**src/sv/pdq_pkg.sv**
```systemverilog
// Shared constants, types and helpers for the priority drop queue admission unit.
package pdq_pkg;

    localparam int QUEUE_SLOTS   = 256;
    localparam int BARRIER_SLOTS = 64;

    localparam int IDX_W     = $clog2(QUEUE_SLOTS);
    localparam int CNT_W     = $clog2(QUEUE_SLOTS + 1);
    localparam int CMP_W     = (CNT_W > 9) ? CNT_W : 9;
    localparam int BS_CNT_W  = $clog2(BARRIER_SLOTS + 1);
    localparam int BS_IDX_W  = (BARRIER_SLOTS > 1) ? $clog2(BARRIER_SLOTS) : 1;

    localparam logic [1:0] CMD_ENQ   = 2'd0;
    localparam logic [1:0] CMD_DEQ   = 2'd1;
    localparam logic [1:0] CMD_START = 2'd2;
    localparam logic [1:0] CMD_STOP  = 2'd3;

    localparam logic [2:0] TYPE_REQ_LOG  = 3'd3;
    localparam logic [2:0] TYPE_RESP_LOG = 3'd4;
    localparam logic [2:0] TYPE_BARRIER  = 3'd5;

    localparam logic [3:0] ST_ACCEPTED      = 4'd0;
    localparam logic [3:0] ST_EVICTED       = 4'd1;
    localparam logic [3:0] ST_LOG_DROPPED   = 4'd2;
    localparam logic [3:0] ST_NOT_ACCEPTING = 4'd3;
    localparam logic [3:0] ST_AFTER_BARRIER = 4'd4;
    localparam logic [3:0] ST_FULL          = 4'd5;
    localparam logic [3:0] ST_POPPED        = 4'd6;
    localparam logic [3:0] ST_EMPTY         = 4'd7;
    localparam logic [3:0] ST_CLOSED        = 4'd8;
    localparam logic [3:0] ST_SET_FULL      = 4'd9;

    typedef struct packed {
        logic [2:0]  item_type;
        logic        has_session;
        logic [15:0] session_id;
        logic [63:0] generation;
        logic [31:0] payload;
    } slot_t;

    localparam int SLOT_W = $bits(slot_t);

    typedef struct packed {
        logic       latch;
        logic       check;
        logic       rd_front;
        logic       rd_scan;
        logic       rd_copy;
        logic       wr_copy;
        logic       idx_clr;
        logic       idx_inc;
        logic       pop;
        logic       occ_dec;
        logic       append;
        logic       do_start;
        logic       do_stop;
        logic       set_status;
        logic [3:0] status;
        logic       load_out;
    } dp_cmd_t;

    typedef struct packed {
        logic [1:0] cmd;
        logic       drain;
        logic       not_acc;
        logic       after_bar;
        logic       set_full;
        logic       over_cap;
        logic       in_log;
        logic       occ_zero;
        logic       stop_flag;
        logic       scan_log;
        logic       idx_last;
        logic       out_busy;
    } dp_stat_t;

    function automatic logic is_log(input logic [2:0] t);
        return (t == TYPE_REQ_LOG) || (t == TYPE_RESP_LOG);
    endfunction

    function automatic logic [IDX_W-1:0] wrap_idx(input logic [IDX_W-1:0] head,
                                                  input logic [CNT_W-1:0] off);
        logic [CNT_W:0] sum;
        sum = (CNT_W+1)'(head) + (CNT_W+1)'(off);
        if (sum >= (CNT_W+1)'(QUEUE_SLOTS)) begin
            sum = sum - (CNT_W+1)'(QUEUE_SLOTS);
        end
        return sum[IDX_W-1:0];
    endfunction

endpackage

```
**src/sv/pdq_ctrl.sv**
```systemverilog
// Command sequencer: admission decision, eviction search and compaction.
module pdq_ctrl (
    input  logic              aclk,
    input  logic              aresetn,
    input  logic              s_valid,
    output logic              s_ready,
    input  pdq_pkg::dp_stat_t stat,
    output pdq_pkg::dp_cmd_t  cmd
);

    localparam logic [3:0] S_IDLE    = 4'd0;
    localparam logic [3:0] S_CHK     = 4'd1;
    localparam logic [3:0] S_DEC     = 4'd2;
    localparam logic [3:0] S_POP     = 4'd3;
    localparam logic [3:0] S_SCAN_RD = 4'd4;
    localparam logic [3:0] S_SCAN_CK = 4'd5;
    localparam logic [3:0] S_CP_RD   = 4'd6;
    localparam logic [3:0] S_CP_WR   = 4'd7;
    localparam logic [3:0] S_APPEND  = 4'd8;
    localparam logic [3:0] S_OUT     = 4'd9;

    logic [3:0] state_reg;
    logic [3:0] state_next;

    assign s_ready = (state_reg == S_IDLE);

    always_comb begin
        cmd        = '0;
        state_next = state_reg;
        case (state_reg)
            S_IDLE: begin
                if (s_valid) begin
                    cmd.latch  = 1'b1;
                    state_next = S_CHK;
                end
            end
            S_CHK: begin
                cmd.check  = 1'b1;
                state_next = S_DEC;
            end
            S_DEC: begin
                cmd.set_status = 1'b1;
                state_next     = S_OUT;
                case (stat.cmd)
                    pdq_pkg::CMD_ENQ: begin
                        if (stat.not_acc) begin
                            cmd.status = pdq_pkg::ST_NOT_ACCEPTING;
                        end else if (stat.after_bar) begin
                            cmd.status = pdq_pkg::ST_AFTER_BARRIER;
                        end else if (stat.set_full) begin
                            cmd.status = pdq_pkg::ST_SET_FULL;
                        end else if (stat.over_cap && stat.in_log) begin
                            cmd.status = pdq_pkg::ST_LOG_DROPPED;
                        end else if (stat.over_cap) begin
                            cmd.set_status = 1'b0;
                            cmd.idx_clr    = 1'b1;
                            state_next     = S_SCAN_RD;
                        end else begin
                            cmd.status = pdq_pkg::ST_ACCEPTED;
                            state_next = S_APPEND;
                        end
                    end
                    pdq_pkg::CMD_DEQ: begin
                        if (stat.occ_zero) begin
                            cmd.status = stat.stop_flag ? pdq_pkg::ST_CLOSED
                                                        : pdq_pkg::ST_EMPTY;
                        end else begin
                            cmd.status   = pdq_pkg::ST_POPPED;
                            cmd.rd_front = 1'b1;
                            state_next   = S_POP;
                        end
                    end
                    pdq_pkg::CMD_START: begin
                        cmd.do_start = 1'b1;
                        cmd.status   = pdq_pkg::ST_ACCEPTED;
                    end
                    default: begin
                        cmd.do_stop = 1'b1;
                        cmd.status  = (!stat.drain || stat.occ_zero) ? pdq_pkg::ST_CLOSED
                                                                      : pdq_pkg::ST_ACCEPTED;
                    end
                endcase
            end
            S_POP: begin
                cmd.pop    = 1'b1;
                state_next = S_OUT;
            end
            S_SCAN_RD: begin
                cmd.rd_scan = 1'b1;
                state_next  = S_SCAN_CK;
            end
            S_SCAN_CK: begin
                if (stat.scan_log) begin
                    state_next = S_CP_RD;
                end else if (stat.idx_last) begin
                    cmd.set_status = 1'b1;
                    cmd.status     = pdq_pkg::ST_FULL;
                    state_next     = S_OUT;
                end else begin
                    cmd.idx_inc = 1'b1;
                    state_next  = S_SCAN_RD;
                end
            end
            S_CP_RD: begin
                if (stat.idx_last) begin
                    cmd.occ_dec    = 1'b1;
                    cmd.set_status = 1'b1;
                    cmd.status     = pdq_pkg::ST_EVICTED;
                    state_next     = S_APPEND;
                end else begin
                    cmd.rd_copy = 1'b1;
                    state_next  = S_CP_WR;
                end
            end
            S_CP_WR: begin
                cmd.wr_copy = 1'b1;
                cmd.idx_inc = 1'b1;
                state_next  = S_CP_RD;
            end
            S_APPEND: begin
                cmd.append = 1'b1;
                state_next = S_OUT;
            end
            S_OUT: begin
                if (!stat.out_busy) begin
                    cmd.load_out = 1'b1;
                    state_next   = S_IDLE;
                end
            end
            default: begin
                state_next = S_IDLE;
            end
        endcase
    end

    always_ff @(posedge aclk) begin
        if (!aresetn) begin
            state_reg <= S_IDLE;
        end else begin
            state_reg <= state_next;
        end
    end

endmodule

```
**config.mk**
```make
export PLATFORM = sky130hd
export DESIGN_NAME = pdq_ctrl
export DESIGN_NICKNAME = d
export VERILOG_FILES = /design/src/sv/pdq_pkg.sv /design/src/sv/pdq_ctrl.sv
export SDC_FILE = /design/constraint.sdc
export NUM_CORES = 1
export LEC_CHECK = 0
export ABC_AREA = 1
export BUFFER_PORTS_ARGS = -buffer_cell sky130_fd_sc_hd__buf_2
export CAP_MARGIN = 5
export CORE_MARGIN = 2
export CORE_UTILIZATION = 38
export CTS_CLUSTER_SIZE = 28
export DETAILED_ROUTE_END_ITERATION = 10
export MAX_ROUTING_LAYER = met4
export PLACE_DENSITY_LB_ADDON = 0.05
export SYNTH_ARGS = -nofsm -noshare
export SYNTH_HDL_FRONTEND = slang
export SYNTH_SLANG_ARGS = --single-unit
```
**constraint.sdc**
```tcl
create_clock -name aclk -period 1.3 [get_ports aclk]
set_clock_uncertainty 0.15 [all_clocks]
set_input_delay 0.065 -clock aclk [delete_from_list [all_inputs] [get_ports aclk]]
set_output_delay 0.065 -clock aclk [all_outputs]
set_load 0.1 [all_outputs]
```
==> impl_metrics.env, run 1 <==
export IMPL_status="aborted with a tool error"
export IMPL_failed_stage="clock tree synthesis"
export IMPL_error="[ERROR DPL-0038] Utilization greater than 100%, impossible to legalize"
export IMPL_yosys_area_share_simple=0.5535
export IMPL_synth_common_cells="26 x nand2_1, 25 x inv_1, 15 x nor2_1"
export IMPL_postSynthAreaPerCell_um2=5.478
export IMPL_cts_hold_buf=1
export IMPL_synth_compound_area_frac=0.1276
export IMPL_die_y_um=44
export IMPL_synth_xor_area_share=0
export IMPL_die_w_um=44
export IMPL_synth_top_family_by_area="simple AND/OR/NAND/NOR gates"
export IMPL_rows=14
export IMPL_synth_edf_count=0
export IMPL_cts_buffer_depth=2
export IMPL_postSynthNetCount=127
export IMPL_start_util=0.4037
export IMPL_ys_flop_type="dfxtp_1"
export IMPL_port_buffers=35
export IMPL_h_tree_depth=1
export IMPL_muxShareOfSynthArea=0
export IMPL_syn_cell_area_um2=608.1
export IMPL_synthCells=111
export IMPL_yosysWarnings=0
export IMPL_io_pins=36
export IMPL_synth_largest_area_cell="nand2_1"
export IMPL_postCtsSetupRepairBufs=5
export IMPL_synth_adder_area_share=0
export IMPL_cts_resized_gates=26
export IMPL_synth_seq_area_share=0.1317
export IMPL_cts_buffers=3
export IMPL_dp_hpwl_um=2416
export IMPL_yosysMostFrequentCell="nand2_1"
export IMPL_root_buffer="clkbuf_4"
export IMPL_synth_seq_cells=4
export IMPL_place_congestion=0.8863
export IMPL_cts_sinks=4
export IMPL_synth_cell_type_count=22
export IMPL_synthArstFlopShare=0
export IMPL_ys_top_cells_by_area="nand2_1 16%, inv_1 15%, dfxtp_1 13%, nor2_1 9.3%, nor2_4 7.4%"
export IMPL_netlist_area_leader_share=0.1605
-- metrics by stage --
stage	hold slack, ns	std cells	worst slack [ns]	TNS (ns)	instance area, µm²
after floorplan	0.01259	111	-0.4324	-3.080	777.0
after global placement	0.1176	179	-0.1174	-1.268	1413
after detailed placement	0.1503	179	-0.2220	-2.835	1413
-- logic make-up after synthesis --
| kind of cell | count (synthesis) |
|---|---|
| AO/OA/AOI/OAI | 12 |
| buffers and inverters | 29 |
| flip-flops | 4 |
| AND/OR/NAND/NOR | 66 |
==> run 2: changes to the inputs <==
- CORE_AREA: default -> 2 2 63 65
- CORE_MARGIN: 2 -> default
- CORE_UTILIZATION: 38 -> default
- CTS_CLUSTER_SIZE: 28 -> default
- DIE_AREA: default -> 0 0 65 67
- MAX_ROUTING_LAYER: met4 -> default
- PLACE_DENSITY_LB_ADDON: 0.05 -> 0.15
- clock period: 1.3 -> 1.7 ns (I/O delays scaled with it)
==> run 2 against run 1 <==
Compared with the run above:
- the flow now finishes without violations
- synthesized cell count unchanged
- area after synthesis unchanged
==> impl_metrics.env, run 2 <==
export IMPL_status="complete, no violations"
export IMPL_critical_path_arrival_ns=1.42
export IMPL_cp_cell_sequence="inv_2 > nor2_4 > nand2_4 > nor2_4 > inv_1 > nand2_1 > inv_1 > o21ai_2 > buf_12"
export IMPL_dp_cells=194
export IMPL_root_buffer="clkbuf_8"
export IMPL_synthCells=111
export IMPL_maxCapViolCount=0
export IMPL_tritoncts="done"
export IMPL_yosysMostFrequentCell="nand2_1"
export IMPL_path_depth=9
export IMPL_grt_pass1_wl_um=3505
export IMPL_worstSkewPairLatency_ns=0.22
export IMPL_worstPathRequired_ns=1.46
export IMPL_min_period_over_period=0.9741
export IMPL_syn_cell_area_um2=608.1
export IMPL_syn_to_final_growth_pct=118.3
export IMPL_yosysWarnings=0
export IMPL_worst_pin_slew_ns=0.4642
export IMPL_place_congestion=0.7910
export IMPL_rr_worst_depth=8
export IMPL_clk_pin_slew_ns=0.03
export IMPL_die_w_um=65
export IMPL_drt_iter0_drc=16
export IMPL_wl_per_cell_um=9.961
export IMPL_cts_buffer_depth=2
export IMPL_ff_latch_area_um2=90.09
export IMPL_start_util=0.1686
export IMPL_overflow=0
export IMPL_antenna_cells=0
export IMPL_postSynthAreaPerCell_um2=5.478
export IMPL_vias=837
export IMPL_io_pins=36
export IMPL_slowest_stage="dfxtp_4"
export IMPL_vdd_ir_drop_max_v=0.0009370
export IMPL_period_needed_ns=1.656
export IMPL_crit_fanout=4
export IMPL_drtPass1Iterations=5
export IMPL_hp_class="in -> reg"
export IMPL_synth_edf_count=0
export IMPL_synth_seq_area_share=0.1317
export IMPL_setup_slack_ns=0.04411
export IMPL_core_um2=3606
export IMPL_drive_gt1_frac=0.5161
export IMPL_synth_seq_cells=4
export IMPL_pre_cts_slack_ns=0.1638
export IMPL_fin_hold_ws_ns=0.08625
export IMPL_grt_usage=0.1003
export IMPL_final_cell_mix="24 x nand2_1, 22 x inv_1, 20 x buf_12"
export IMPL_die_area_um2=4355
export IMPL_multi_input_comb_area_um2=485.5
export IMPL_crit_family="simple AND/OR/NAND/NOR gates"
export IMPL_slowest_delay_ns=0.36
export IMPL_synth_largest_area_cell="nand2_1"
export IMPL_final_hold_viol_count=0
export IMPL_cts_buffers=3
export IMPL_fin_cells=203
export IMPL_fill_cells=384
export IMPL_fin_area_um2=1328
export IMPL_finalSetupViolations=0
export IMPL_max_freq_ghz=0.6039
export IMPL_worst_hold_path_num_cells=3
export IMPL_netlist_area_leader_share=0.1605
export IMPL_die_y_um=67
export IMPL_fin_nets=173
export IMPL_finalPower_mw=1.642
export IMPL_postSynthNetCount=127
export IMPL_ys_flop_type="dfxtp_1"
export IMPL_post_dp_cell_area_um2=1221
export IMPL_grt_pass1_vias=782
export IMPL_final_common_cell="nand2_1"
export IMPL_synthArstFlopShare=0
export IMPL_ys_top_cells_by_area="nand2_1 16%, inv_1 15%, dfxtp_1 13%, nor2_1 9.3%, nor2_4 7.4%"
export IMPL_antenna_found_initial=0
export IMPL_synth_cell_type_count=22
export IMPL_synth_common_cells="26 x nand2_1, 25 x inv_1, 15 x nor2_1"
export IMPL_end_kind="output pin"
export IMPL_viasPerCell=4.123
export IMPL_grt_max_degree=9
export IMPL_h_tree_depth=1
export IMPL_port_buffers=35
export IMPL_ant_nets=0
export IMPL_drc_errors=0
export IMPL_cts_sinks=4
export IMPL_rows=22
export IMPL_routed_wl_um=2022
export IMPL_worst_setup_path_type="reg -> out"
export IMPL_slew_viol_final=0
export IMPL_p_leak_nw=0.6153
export IMPL_slew_headroom=0.6873
export IMPL_largest_reg_flops=4
export IMPL_startpoint_type="flop"
export IMPL_dp_hpwl_um=1732
export IMPL_power_density_nw_per_um2=1237
export IMPL_path_buf_inv=4
run 2: cell counts after synthesis:
Identical to the previous run, type by type.
run 2: worst register-to-register path: stages (launching register included):
cell,delay [ns]
dfxtp_4,0.36
inv_2,0.05
nor2_4,0.15
buf_4,0.14
nand4_1,0.15
o21ai_0,0.12
inv_1,0.05
nand2_1,0.07
a21oi_2,0.05
run 2: metrics by stage:
step / TNS [ns] / util
after floorplan: -0.4689 / -
after global placement: 0 / 0.3387
after detailed placement: 0 / 0.3387
after CTS: 0 / 0.3557
after global routing: -0.02416 / 0.3681
final: 0 / 0.3681
run 2: timing repair:
action	CTS	global route
hold buffers	1	0
gates resized for setup	2	6
pin swaps	1	4
endpoints found under the setup margin	2	6
endpoints found under the hold margin	1	0
setup buffers	1	4
run 2: cells by family (layout without fill, tap and decap cells):
group                  Yosys count  in the layout  synth area share
AOI/OAI and AO/OA               12             12            0.1276
buffers and inverters           29             73            0.1872
DFF                              4              4            0.1317
and+or+nand+nor                 66             66            0.5535
run 2: path summary, 6_finish.rpt:
kind | startpoint | to | slack (ns)
worst min register to register | state_reg[3]$_SDFFE_PN0P_ | state_reg[0]$_SDFFE_PN0P_ | 0.50
worst max register to register | state_reg[0]$_SDFFE_PN0P_ | state_reg[0]$_SDFFE_PN0P_ | 0.28
worst min-delay path | stat[2] | state_reg[1]$_SDFFE_PN0P_ | 0.09
worst max-delay path | state_reg[0]$_SDFFE_PN0P_ | cmd[1] | 0.04
run 2: cell type report:
class | count | share of cell area
well taps | 48 | 0.04524
repair buffers | 41 | 0.3940
inverters | 29 | 0.09614
flip-flops and latches | 4 | 0.06786
clock buffers | 3 | 0.03110
multi-input cells | 78 | 0.3657
run 2: report_power, final:
group	switching, mW	internal, mW	total [mW]
registers	0.0480	0.127	0.175
clock network	0.0499	0.151	0.201
logic	0.850	0.415	1.27
run 2: routing by layer:
layer | track usage | up-vias | part of all wire
met5 | 0 | - | 0
met4 | 0.02394 | 0 | 0
met3 | 0.02365 | 0 | 0.051
met2 | 0.1637 | 27 | 0.49
met1 | 0.1325 | 377 | 0.46
li1 | - | 433 | -
(Power assumes the default switching activity.)
